--- config.mk ---
export PLATFORM = sky130hd
export DESIGN_NAME = base64_line_wrapped_encoder_top_flat
export DESIGN_NICKNAME = d
export VERILOG_FILES = /design/src/rtl/b64le_pkg.sv /design/src/rtl/b64le_ifs.sv /design/src/rtl/b64le_front.sv /design/src/rtl/b64le_queue.sv /design/src/rtl/b64le_back.sv /design/src/rtl/base64_line_wrapped_encoder_top.sv /design/src/flat_wrapper.sv
export SDC_FILE = /design/constraint.sdc
export NUM_CORES = 1
export LEC_CHECK = 0
export ABC_CLOCK_PERIOD_IN_PS = 8450
export BUFFER_PORTS_ARGS = -buffer_cell sky130_fd_sc_hd__buf_2
export CORE_MARGIN = 1.5
export CORE_UTILIZATION = 55
export CTS_CLUSTER_SIZE = 40
export DETAILED_ROUTE_END_ITERATION = 10
export PLACE_DENSITY = 0.73
export SYNTH_ARGS = -nofsm -noshare
export SYNTH_HDL_FRONTEND = slang
export SYNTH_SLANG_ARGS = --single-unit
export TNS_END_PERCENT = 100
--- constraint.sdc ---
create_clock -name i_clk -period 8.45 [get_ports i_clk]
set_input_delay 1.2675 -clock i_clk [delete_from_list [all_inputs] [get_ports i_clk]]
set_output_delay 1.2675 -clock i_clk [all_outputs]
set_load 0.01 [all_outputs]
--- src/rtl/b64le_pkg.sv ---
// Package of the line-wrapped Base64 encoder: types, constants, alphabet.
// Depends on nothing; used by every module of the block and by the character channel.
package b64le_pkg;

    typedef logic [6:0] t_char;
    typedef logic [5:0] t_sextet;

    localparam int unsigned CMD_CHARS = 4;
    localparam int unsigned IDX_W     = $clog2(CMD_CHARS);
    // Queue depth must be a power of two so pointers wrap on their own.
    localparam int unsigned QDEPTH    = 2;
    localparam int unsigned QPTR_W    = (QDEPTH > 1) ? $clog2(QDEPTH) : 1;
    localparam int unsigned QCNT_W    = $clog2(QDEPTH + 1);

    localparam t_char CHAR_PAD = 7'd61;
    localparam t_char CHAR_CR  = 7'd13;
    localparam t_char CHAR_LF  = 7'd10;

    localparam logic [6:0] LINE_LEN_RESET = 7'd76;
    localparam logic [6:0] LINE_LEN_MIN   = 7'd2;

    typedef enum logic [1:0] {
        PH_ZERO = 2'd0,
        PH_ONE  = 2'd1,
        PH_TWO  = 2'd2
    } t_phase;

    typedef enum logic [1:0] {
        BK_CHAR = 2'd0,
        BK_CR   = 2'd1,
        BK_LF   = 2'd2
    } t_back_state;

    // One accepted byte, already turned into the symbols it completes.
    typedef struct packed {
        logic [IDX_W-1:0]        last_idx;
        logic                    fin;
        t_char [CMD_CHARS-1:0]   chars;
    } t_cmd;

    // Standard Base64 alphabet: A-Z, a-z, 0-9, '+', '/'.
    function automatic t_char b64_symbol(input t_sextet v);
        t_char w;
        w = {1'b0, v};
        if (v < 6'd26) begin
            return w + 7'd65;
        end else if (v < 6'd52) begin
            return w + 7'd71;
        end else if (v < 6'd62) begin
            return w - 7'd4;
        end else if (v == 6'd62) begin
            return 7'd43;
        end else begin
            return 7'd47;
        end
    endfunction

endpackage

--- src/rtl/b64le_ifs.sv ---
// Handshake channels of the line-wrapped Base64 encoder: byte in, char out, config.
// Depends on b64le_pkg for the character type.
interface b64le_byte_if;
    logic       valid;
    logic       ready;
    logic [7:0] data_byte;
    logic       final_byte;
    modport source (output valid, data_byte, final_byte, input ready);
    modport sink   (input valid, data_byte, final_byte, output ready);
endinterface

interface b64le_char_if;
    logic                valid;
    logic                ready;
    b64le_pkg::t_char    out_char;
    logic                run_end;
    modport source (output valid, out_char, run_end, input ready);
    modport sink   (input valid, out_char, run_end, output ready);
endinterface

interface b64le_cfg_if;
    logic       valid;
    logic       ready;
    logic [6:0] line_length;
    modport source (output valid, line_length, input ready);
    modport sink   (input valid, line_length, output ready);
endinterface

--- src/rtl/b64le_front.sv ---
// Front end: accepts bytes, tracks group phase and leftover bits, builds commands.
// Depends on b64le_pkg and the byte channel interface.
module b64le_front (
    input  logic              i_clk,
    input  logic              i_rst_n,
    b64le_byte_if.sink        i_byte,
    input  logic              i_q_full,
    output logic              o_push,
    output b64le_pkg::t_cmd   o_cmd
);
    import b64le_pkg::*;

    t_phase     r_phase, n_phase;
    logic [3:0] r_left, n_left;
    logic [7:0] b;

    assign b             = i_byte.data_byte;
    assign i_byte.ready  = !i_q_full;
    assign o_push        = i_byte.valid && !i_q_full;

    always_comb begin
        o_cmd          = '0;
        o_cmd.fin      = i_byte.final_byte;
        o_cmd.chars[1] = CHAR_PAD;
        o_cmd.chars[2] = CHAR_PAD;
        o_cmd.chars[3] = CHAR_PAD;
        n_left         = r_left;
        n_phase        = r_phase;
        unique case (r_phase)
            PH_ONE: begin
                o_cmd.chars[0] = b64_symbol({r_left[1:0], b[7:4]});
                n_left         = b[3:0];
                n_phase        = PH_TWO;
                if (i_byte.final_byte) begin
                    o_cmd.chars[1] = b64_symbol({b[3:0], 2'b00});
                    o_cmd.last_idx = IDX_W'(2);
                end else begin
                    o_cmd.last_idx = IDX_W'(0);
                end
            end
            PH_TWO: begin
                o_cmd.chars[0] = b64_symbol({r_left, b[7:6]});
                o_cmd.chars[1] = b64_symbol(b[5:0]);
                o_cmd.last_idx = IDX_W'(1);
                n_left         = 4'd0;
                n_phase        = PH_ZERO;
            end
            default: begin
                // Phase zero, and the unused phase code that behaves like it.
                o_cmd.chars[0] = b64_symbol(b[7:2]);
                n_left         = {2'b00, b[1:0]};
                n_phase        = PH_ONE;
                if (i_byte.final_byte) begin
                    o_cmd.chars[1] = b64_symbol({b[1:0], 4'b0000});
                    o_cmd.last_idx = IDX_W'(3);
                end else begin
                    o_cmd.last_idx = IDX_W'(0);
                end
            end
        endcase
        if (i_byte.final_byte) begin
            n_left  = 4'd0;
            n_phase = PH_ZERO;
        end
    end

    always_ff @(posedge i_clk) begin
        if (!i_rst_n) begin
            r_phase <= PH_ZERO;
            r_left  <= 4'd0;
        end else if (o_push) begin
            r_phase <= n_phase;
            r_left  <= n_left;
        end
    end

endmodule

--- src/rtl/b64le_queue.sv ---
// Short command queue between the front and the back of the encoder.
// Depends on b64le_pkg for the command type and the queue depth.
module b64le_queue (
    input  logic              i_clk,
    input  logic              i_rst_n,
    input  logic              i_push,
    input  b64le_pkg::t_cmd   i_cmd,
    input  logic              i_pop,
    output logic              o_full,
    output logic              o_valid,
    output b64le_pkg::t_cmd   o_head
);
    import b64le_pkg::*;

    t_cmd              r_mem [QDEPTH];
    logic [QPTR_W-1:0] r_wr_ptr;
    logic [QPTR_W-1:0] r_rd_ptr;
    logic [QCNT_W-1:0] r_count;
    logic              do_pop;

    assign o_full  = (r_count == QCNT_W'(QDEPTH));
    assign o_valid = (r_count != '0);
    assign o_head  = r_mem[r_rd_ptr];
    assign do_pop  = i_pop && o_valid;

    always_ff @(posedge i_clk) begin
        if (i_push) begin
            r_mem[r_wr_ptr] <= i_cmd;
        end
    end

    always_ff @(posedge i_clk) begin
        if (!i_rst_n) begin
            r_wr_ptr <= '0;
            r_rd_ptr <= '0;
            r_count  <= '0;
        end else begin
            if (i_push) begin
                r_wr_ptr <= r_wr_ptr + QPTR_W'(1);
            end
            if (do_pop) begin
                r_rd_ptr <= r_rd_ptr + QPTR_W'(1);
            end
            if (i_push && !do_pop) begin
                r_count <= r_count + QCNT_W'(1);
            end else if (!i_push && do_pop) begin
                r_count <= r_count - QCNT_W'(1);
            end
        end
    end

endmodule

--- src/rtl/b64le_back.sv ---
// Back end: one char per cycle unless stalled; keeps the column, adds CR LF.
// Depends on b64le_pkg and the character channel interface.
module b64le_back (
    input  logic              i_clk,
    input  logic              i_rst_n,
    input  logic [6:0]        i_line_length,
    input  logic              i_q_valid,
    input  b64le_pkg::t_cmd   i_head,
    output logic              o_pop,
    b64le_char_if.source      o_char
);
    import b64le_pkg::*;

    t_back_state       r_state, n_state;
    logic [IDX_W-1:0]  r_idx, n_idx;
    logic [6:0]        r_col, n_col;
    logic              r_last, n_last;
    logic              r_out_valid, n_out_valid;
    t_char             r_out_char, n_out_char;
    logic              r_out_end, n_out_end;

    logic [6:0] eff_len;
    logic [6:0] col_inc;
    logic       wrap;
    logic       last_char;
    logic       load;
    logic       step;

    assign eff_len   = (i_line_length < LINE_LEN_MIN) ? LINE_LEN_MIN : i_line_length;
    assign col_inc   = r_col + 7'd1;
    assign wrap      = (col_inc >= eff_len);
    assign last_char = (r_idx == i_head.last_idx);
    assign load      = !r_out_valid || o_char.ready;
    assign step      = load && i_q_valid;

    assign o_char.valid    = r_out_valid;
    assign o_char.out_char = r_out_char;
    assign o_char.run_end  = r_out_end;

    always_comb begin
        n_state     = r_state;
        n_idx       = r_idx;
        n_col       = r_col;
        n_last      = r_last;
        n_out_valid = r_out_valid;
        n_out_char  = r_out_char;
        n_out_end   = r_out_end;
        o_pop       = 1'b0;
        if (load) begin
            n_out_valid = 1'b0;
        end
        if (step) begin
            n_out_valid = 1'b1;
            n_out_end   = 1'b0;
            unique case (r_state)
                BK_CHAR: begin
                    n_out_char = i_head.chars[r_idx];
                    if (wrap) begin
                        n_col   = 7'd0;
                        n_state = BK_CR;
                        n_last  = last_char;
                    end else if (last_char && i_head.fin && col_inc != 7'd0) begin
                        n_col   = 7'd0;
                        n_state = BK_CR;
                        n_last  = 1'b1;
                    end else if (last_char) begin
                        n_col     = i_head.fin ? 7'd0 : col_inc;
                        n_out_end = 1'b1;
                        n_idx     = '0;
                        o_pop     = 1'b1;
                    end else begin
                        n_col = col_inc;
                        n_idx = r_idx + IDX_W'(1);
                    end
                end
                BK_CR: begin
                    n_out_char = CHAR_CR;
                    n_state    = BK_LF;
                end
                BK_LF: begin
                    n_out_char = CHAR_LF;
                    n_out_end  = r_last;
                    n_state    = BK_CHAR;
                    if (r_last) begin
                        n_idx = '0;
                        o_pop = 1'b1;
                    end else begin
                        n_idx = r_idx + IDX_W'(1);
                    end
                end
                default: begin
                    n_state = BK_CHAR;
                end
            endcase
        end
    end

    always_ff @(posedge i_clk) begin
        if (!i_rst_n) begin
            r_state     <= BK_CHAR;
            r_idx       <= '0;
            r_col       <= 7'd0;
            r_last      <= 1'b0;
            r_out_valid <= 1'b0;
        end else begin
            r_state     <= n_state;
            r_idx       <= n_idx;
            r_col       <= n_col;
            r_last      <= n_last;
            r_out_valid <= n_out_valid;
        end
    end

    always_ff @(posedge i_clk) begin
        r_out_char <= n_out_char;
        r_out_end  <= n_out_end;
    end

endmodule

--- src/rtl/base64_line_wrapped_encoder_top.sv ---
// Top level of the line-wrapped Base64 encoder: config register, front, queue, back.
// Depends on b64le_pkg, b64le_ifs, b64le_front, b64le_queue and b64le_back.
//
//  Channel  | Dir | Payload                     | Transfer when
//  ---------+-----+-----------------------------+------------------------------
//  i_byte   | in  | data_byte[7:0], final_byte  | i_byte.valid && i_byte.ready
//  o_char   | out | out_char[6:0], run_end      | o_char.valid && o_char.ready
//  i_cfg    | in  | line_length[6:0]            | i_cfg.valid && i_cfg.ready
//
// Each byte produces 1 to 10 characters, about 1.4 on average under a steady stream.
// The single output register moves one character per cycle while the receiver is
// ready, and so sets the pace of the whole block.
// A byte is taken in any cycle in which the two-entry command queue has room,
// so the input keeps flowing while the output stalls until the queue fills.
// Reset is synchronous and active low; the config channel is always ready.
module base64_line_wrapped_encoder_top (
    input  logic        i_clk,
    input  logic        i_rst_n,
    b64le_byte_if.sink  i_byte,
    b64le_cfg_if.sink   i_cfg,
    b64le_char_if.source o_char
);
    import b64le_pkg::*;

    // Line length register. Values below two are clamped where they are used.
    logic [6:0] r_line_length;

    // Front to queue and queue to back.
    logic q_full;
    logic q_push;
    logic q_valid;
    logic q_pop;
    t_cmd push_cmd;
    t_cmd head_cmd;

    assign i_cfg.ready = 1'b1;

    always_ff @(posedge i_clk) begin
        if (!i_rst_n) begin
            r_line_length <= LINE_LEN_RESET;
        end else if (i_cfg.valid) begin
            r_line_length <= i_cfg.line_length;
        end
    end

    // The front turns each accepted byte into the one to four symbols it
    // completes, padding included, and tracks the position in the group.
    b64le_front u_front (
        .i_clk    (i_clk),
        .i_rst_n  (i_rst_n),
        .i_byte   (i_byte),
        .i_q_full (q_full),
        .o_push   (q_push),
        .o_cmd    (push_cmd)
    );

    // The queue lets the front take new bytes while the back still drains
    // the characters of earlier ones.
    b64le_queue u_queue (
        .i_clk    (i_clk),
        .i_rst_n  (i_rst_n),
        .i_push   (q_push),
        .i_cmd    (push_cmd),
        .i_pop    (q_pop),
        .o_full   (q_full),
        .o_valid  (q_valid),
        .o_head   (head_cmd)
    );

    // The back walks the symbols of the head command, counts the column,
    // inserts CR LF on a full line and closes a message with CR LF.
    b64le_back u_back (
        .i_clk         (i_clk),
        .i_rst_n       (i_rst_n),
        .i_line_length (r_line_length),
        .i_q_valid     (q_valid),
        .i_head        (head_cmd),
        .o_pop         (q_pop),
        .o_char        (o_char)
    );

endmodule

--- src/flat_wrapper.sv ---
// flat-port wrapper written by rule: the top's interface ports become plain ports
module base64_line_wrapped_encoder_top_flat import b64le_pkg::*;
  (i_clk, i_rst_n, i_byte_valid, i_byte_data_byte, i_byte_final_byte, i_byte_ready, i_cfg_valid, i_cfg_line_length, i_cfg_ready, o_char_valid, o_char_out_char, o_char_run_end, o_char_ready);
  b64le_byte_if i_byte_i ();
  b64le_cfg_if i_cfg_i ();
  b64le_char_if o_char_i ();
  input  logic i_clk;
  input  logic i_rst_n;
  input wire logic [$bits(i_byte_i.valid)-1:0] i_byte_valid;
  input wire logic [$bits(i_byte_i.data_byte)-1:0] i_byte_data_byte;
  input wire logic [$bits(i_byte_i.final_byte)-1:0] i_byte_final_byte;
  output wire logic [$bits(i_byte_i.ready)-1:0] i_byte_ready;
  input wire logic [$bits(i_cfg_i.valid)-1:0] i_cfg_valid;
  input wire logic [$bits(i_cfg_i.line_length)-1:0] i_cfg_line_length;
  output wire logic [$bits(i_cfg_i.ready)-1:0] i_cfg_ready;
  output wire logic [$bits(o_char_i.valid)-1:0] o_char_valid;
  output wire logic [$bits(o_char_i.out_char)-1:0] o_char_out_char;
  output wire logic [$bits(o_char_i.run_end)-1:0] o_char_run_end;
  input wire logic [$bits(o_char_i.ready)-1:0] o_char_ready;
  assign i_byte_i.valid = i_byte_valid;
  assign i_byte_i.data_byte = i_byte_data_byte;
  assign i_byte_i.final_byte = i_byte_final_byte;
  assign i_byte_ready = i_byte_i.ready;
  assign i_cfg_i.valid = i_cfg_valid;
  assign i_cfg_i.line_length = i_cfg_line_length;
  assign i_cfg_ready = i_cfg_i.ready;
  assign o_char_valid = o_char_i.valid;
  assign o_char_out_char = o_char_i.out_char;
  assign o_char_run_end = o_char_i.run_end;
  assign o_char_i.ready = o_char_ready;
  base64_line_wrapped_encoder_top u_core (.i_clk(i_clk), .i_rst_n(i_rst_n), .i_byte(i_byte_i), .i_cfg(i_cfg_i), .o_char(o_char_i));
endmodule
# Yosys cells after proc, flatten, opt, wreduce, memory -nomap -nowiden

Memory sizes are Yosys's and may differ from the RTL's. A register that Yosys moved wholly into a read port is not among the register bits.
Index checks and enable logic that the tools add are counted.

Bits of input ports: 21
Word-level logic and storage cells: 162
Bits in writable memories: 34
Bits in registers: 38
Memories kept: 1

Memories:

| name                 | words | bits a word | read ports | clocked after Yosys merged registers in | write ports | RTL line          | text |
|---|---|---|---|---|---|---|---|
| u_core.u_queue.r_mem | 2     | 17          | 1          | 1                                       | 1           | b64le_queue.sv:15 | `t_cmd r_mem [QDEPTH];` |

Reductions and logical operators: 25
Magnitude comparators: 21
$add $sub $neg: 24
Equal/unequal tests: 13
Muxes and demuxes: 65

Operator list:

| operator            | count |
|---|---|
| $mux 7              | 26 |
| $add 6x7->7 const B | 12 |
| $lt 6x6->1 const B  | 12 |
| $sub 6x3->7 const B | 6 |
| $lt 6x5->1 const B  | 6 |
| $pmux 14 s2         | 1 |
| $eq 6x6->1 const B  | 4 |
| $mux 2              | 11 |
| $pmux 7 s3          | 1 |
| $pmux 2 s2          | 4 |
| $bmux 7 s2          | 1 |
| $mux 1              | 13 |
| $mux 3              | 4 |
| $reduce_bool 2->1   | 5 |
| $pmux 4 s2          | 1 |
| $add 7x1->7 const B | 1 |
| $ge 7x7->1          | 1 |
| $logic_and 1x1->1   | 7 |
| $lt 7x2->1 const B  | 1 |
| $reduce_bool 7->1   | 1 |
| $eq 2x2->1 const B  | 3 |
| $reduce_and 2->1    | 3 |
| $add 2x1->2 const B | 2 |
| $eq 2x1->1 const B  | 2 |
| other kinds (14)    | 20 |

# Longest topological paths before layout

Depth in word-level cells: 11
Mapped depth: 14

# Modules after synthesis

From an unflattened synthesis, not the netlist that was laid out.

Cell total of the unflattened synthesis: 665
Area, all modules: 6,698.9 sq um

Modules (own cells, without submodules):

| module                          | seq. area each (sq um) | cells each | times used | area each (sq um) |
|---|---|---|---|---|
| b64le_front                     | 120.1                  | 377        | 1          | 2,524.9 |
| b64le_queue                     | 1,961.9                | 118        | 1          | 2,446.1 |
| b64le_back                      | 500.5                  | 146        | 1          | 1,458.9 |
| base64_line_wrapped_encoder_top | 140.1                  | 24         | 1          | 269.0 |

# Worst setup path after synthesis

Ideal clock, no wire load.

Kind: input -> register
From: input i_byte_data_byte[0]
To: memory u_core.u_queue.r_mem[0][13] (netlist bit), data pin
Arrival time: 3.205 ns
Data required time: 8.178 ns
Stages on the path: 12
Setup slack: 4.973 ns
Library setup time: 0.272 ns
Cells stage by stage: clkbuf_1 -> inv_1 -> ha_1 -> nor2b_1 -> inv_1 -> fa_1 -> inv_1 -> a21o_1 -> a21oi_1 -> o21a_1 -> o21ai_0 -> o21ai_0

RTL lines:

| element         | RTL line           | text |
|---|---|---|
| start, declared | flat_wrapper.sv:10 | `input wire logic [$bits(i_byte_i.data_byte)-1:0] i_byte_data_byte;` |
| end, declared   | b64le_queue.sv:15  |  |

==> impl_table.tex <==
\begin{tabular}{lr}
\hline
Metric & Value \\
\hline
\multicolumn{2}{l}{\textbf{Placement}} \\
\quad Detail Placement HPWL & 9.067 mm \\
\quad Number of buffers inserted by port buffering & 30 \\
\quad Routability congestion estimate & 0.9774 \\
\quad Post-Place Cell Area & around 0.0053 mm\^{}2 \\
\quad Placed cell count & 678 \\
\multicolumn{2}{l}{\textbf{Floorplan}} \\
\quad Total number of placement rows & 35 \\
\quad I/O pin total & 32 \\
\quad Area of the core & 0.009153 mm\^{}2 \\
\quad Total die area & 0.009906 mm\^{}2 \\
\quad Die X & 99.53 um \\
\quad Initial Utilization & 0.5599 \\
\quad Die span in y & 99.53 um \\
\multicolumn{2}{l}{\textbf{Global route}} \\
\quad Leftover overflow at the end of global routing & 0 \\
\quad Global-route wire length before repair & approximately 20 mm \\
\quad Via count of the first global-routing pass & around 4200 \\
\quad Antenna violations before repair & 0 \\
\quad Total routing usage reported by global routing & 0.2574 \\
\quad Pin count of the biggest net entering global routing & 24 \\
\multicolumn{2}{l}{\textbf{Critical path}} \\
\quad Type of element capturing the critical path & flip-flop \\
\quad Type of the worst setup path & in -> reg \\
\quad Critical-path maximum fanout & 16 \\
\quad Kind of start point of the critical path & input port \\
\quad Data arrival time of the critical path & between 3 and 4 ns \\
\quad Worst Path Required & approximately 8.5 ns \\
\multicolumn{2}{l}{\textbf{Timing}} \\
\quad Final count of hold timing violations & 0 \\
\quad Transition time at the pin with the least slew margin & about 1 ns \\
\quad Max-Slew Margin vs Limit & 0.3365 \\
\quad Timing-limited maximum frequency & 272.3 MHz \\
\quad Setup-failing EPs final & 0 \\
\quad Final period util & 0.4346 \\
\quad Maximum clock skew at final layout & 0.005231 ns \\
\quad Count of final max-slew check failures & 0 \\
\quad Sum of negative setup slack & 0 ns \\
\quad Unrepaired setup endpoints after global routing & false \\
\quad Post-route minimum period & 3.673 ns \\
\multicolumn{2}{l}{\textbf{Layout}} \\
\quad FILL cells & approximately 820 \\
\quad Post-route cell area & approximately 0.0054 mm\^{}2 \\
\quad Fraction of final layout cells sized beyond drive strength 1 & 0.1098 \\
\quad Fin nets & 639 \\
\quad Non-filler cells in the finished layout & 694 \\
\quad Multi-input combinational cell area & around 0.0030 mm\^{}2 \\
\quad Count of inserted antenna diode cells & 0 \\
\quad Area growth, synth to finish & 5.884\% \\
\quad Area taken by flip-flops and latches & 0.001882 mm\^{}2 \\
\multicolumn{2}{l}{\textbf{Run status}} \\
\quad Outcome & finished clean \\
\multicolumn{2}{l}{\textbf{Power and ir drop}} \\
\quad Overall power & 1.187 mW \\
\quad Leak pwr & around 2.2 nW \\
\quad VDD IR-drop max & 0.0001062 V \\
\quad Pwr Density & 218.8 mW/mm\^{}2 \\
\multicolumn{2}{l}{\textbf{Route}} \\
\quad Mean routed wirelength per cell & 17.52 um \\
\quad Post-detailed-route count of antenna-violating nets & 0 \\
\quad Residual DRC & 0 \\
\quad Initial DRC Count & 278 \\
\quad Post-Route WL & between 10 and 15 mm \\
\quad Router iterations before antenna repair & 5 \\
\quad Total via count after detailed routing & 4319 \\
\quad Via/cell ratio & 6.223 \\
\multicolumn{2}{l}{\textbf{Synth}} \\
\quad Mapped Cells & 572 \\
\quad Count of cell types in the netlist & 66 \\
\quad Post-Synthesis Cell Area & 0.005125 mm\^{}2 \\
\quad Number of storage elements in the synthesis netlist & 73 \\
\quad Fraction of the yosys area taken by sequential cells & 0.3672 \\
\quad Mapped Avg Cell Area & 8.960 um\^{}2 \\
\quad Most common flop cell mapped by yosys & edfxtp\_1 \\
\quad Yosys warning total & 0 \\
\quad Number of flops mapped to enable cells by yosys & 42 \\
\quad Asr flop ratio synth & 0 \\
\quad Synthesized net count & 633 \\
\multicolumn{2}{l}{\textbf{Clock network}} \\
\quad Buffers from clock root to sink, at most & 2 \\
\quad Clk\_lat worst skew & roughly 0.35 ns \\
\quad Clock tree from TritonCTS & built \\
\quad Number of resized instances in the post-cts repair step & 0 \\
\quad Count of hold-fix buffers inserted at cts & 0 \\
\quad Number of H-tree levels & 3 \\
\quad Postcts setup bufs & 0 \\
\quad Total clock buffers created by CTS & 9 \\
\quad Clock-pin transition on the worst setup and hold timing paths & 0.07 ns \\
\quad Clk root buf & clkbuf\_8 \\
\quad Clock Sink Count & 73 \\
\multicolumn{2}{l}{\textbf{Worst hold path}} \\
\quad Worst min-delay path class & reg -> reg \\
\multicolumn{2}{l}{\textbf{Job}} \\
\quad \# Max-Cap Violations & 0 \\
\hline
\end{tabular}
[Yosys cell counts, types with 4 or more instances]
library cell  number  share of area
ha_1              39          0.095
a22oi_1            9          0.013
xnor2_1           12          0.021
a2111oi_0          4         0.0068
o31ai_1            4         0.0059
o211ai_1           8          0.012
o21ai_0           25          0.024
nand2b_1           5         0.0061
o21bai_1           4         0.0059
a21o_1            11          0.016
inv_1             32          0.023
clkbuf_1          30          0.022
nor2b_1           12          0.015
mux2i_1           13          0.025
a31oi_1            9          0.011
o21a_1             7          0.010
mux4_2             7          0.031
xor2_1             7          0.012
nor3_1            23          0.022
or3_1              5         0.0061
a21oi_1           45          0.044
nand3_1           15          0.015
dfxtp_1           31           0.12
edfxtp_1          42           0.25
o311ai_0           4         0.0068
nand2_1           48          0.035
a211oi_1           5         0.0073
nor2_1            52          0.038
nor3b_1            4         0.0059
[flip-flops by register name, indices dropped and copies added, names as in the netlist, named ones only]
signal                         flops
u_core.u_front.r_phase             2
u_core.u_queue.r_count             2
u_core.u_back.r_state              2
u_core.u_front.r_left              4
u_core.u_back.o_char.run_end       1
u_core.u_queue.r_mem              34
u_core.u_back.r_last               1
u_core.u_back.r_idx                2
u_core.u_back.o_char.out_char      7
u_core.u_back.o_char.valid         1
u_core.u_back.r_col                7
u_core.r_line_length               7
u_core.u_queue.r_wr_ptr            1
u_core.u_queue.r_rd_ptr            1
[worst max-delay path: stages]
cell      delay, ns
buf_2          0.25
inv_1          0.15
ha_1           0.24
a21o_1         0.20
a21oi_1        0.79
a221oi_1       0.11
a21oi_1        0.28
o32a_1         0.19
o21ai_0        0.21
[report_power, final]
| group | leakage, nW | switching (mW) | internal (mW) |
|---|---|---|---|
| clock network | 0.0774 | 0.123 | 0.106 |
| registers | 0.644 | 0.0461 | 0.477 |
| logic | 1.45 | 0.260 | 0.175 |
| total | 2.17 | 0.429 | 0.758 |
[placed cells by master (no fill, tap or decap), types with 4 or more instances in the layout]
cell       netlist  routed
clkbuf_8         0       9
ha_1            39      39
xor2_1           7       7
buf_2            2      30
o21a_1           7       7
inv_1           32      32
a31oi_1          9       9
o211ai_1         8       8
nand2b_1         5       5
o311ai_0         4       4
xnor2_1         12      12
nand2_1         48      48
or3_1            5       5
a22oi_1          9       9
o21bai_1         4       4
a21o_1          11      11
nor2b_1         12      12
o21ai_0         25      25
a2111oi_0        4       4
a21oi_1         45      45
a211oi_1         5       5
nor3b_1          4       4
nor3_1          23      23
mux2i_1         13      13
nand3_1         15      15
dfxtp_1         31      31
clkbuf_1        30       4
edfxtp_1        42      42
mux4_2           7       7
nor2_1          52      51
o31ai_1          4       4
[logic make-up (layout without fill, tap and decap cells)]
group	count (synthesis)	in the layout	synth area share
and+or+nand+nor	183	183	0.1689
AOI/OAI and AO/OA	167	167	0.2212
DFF	73	73	0.3672
buffers and inverters	69	80	0.05420
adders and majority gates	40	40	0.09912
muxes	20	20	0.05615
xor gates and xnor gates	19	19	0.03247
other	1	1	0.0007317
[per-layer routing]
metal | up-vias | GRT usage | share of wire
li1 | 2106 | - | -
met1 | 2051 | 0.3205 | 0.44
met2 | 140 | 0.4494 | 0.50
met3 | 22 | 0.02881 | 0.037
met4 | 0 | 0.1170 | 0.024
met5 | - | 0 | 0
[final timing paths]
path / from / to / slack [ns] / cells past startpoint
min reg2reg: u_core.u_back.r_state[1] / u_core.u_back.r_state[1] / 0.51 / 2
min: u_core.u_back.r_state[1] / u_core.u_back.r_state[1] / 0.51 / 2
max: i_byte_data_byte[4] / u_core.u_queue.r_mem[0][3] / 4.78 / 9
max reg2reg: u_core.u_back.r_col[0] / u_core.u_queue.r_count[1] / 4.87 / 13
[area by class of cell]
type	count	area share
inverter	33	0.02283
clock buffer	13	0.02559
tap	111	0.02559
clock inverter	3	0.003228
multi-input combinational	430	0.5469
timing repair buffer	31	0.02905
sequential	73	0.3468
[per-stage QoR]
stage / util / hold WS, ns / worst slack [ns]
after floorplan: - / 0.4608 / 4.973
after global placement: 0.5758 / 0.4804 / 4.547
after detailed placement: 0.5758 / 0.4847 / 4.423
after CTS: 0.5929 / 0.5002 / 4.790
after global routing: 0.5929 / 0.5500 / 4.459
final: 0.5929 / 0.5104 / 4.777
Power figures use the tool's default switching activity.
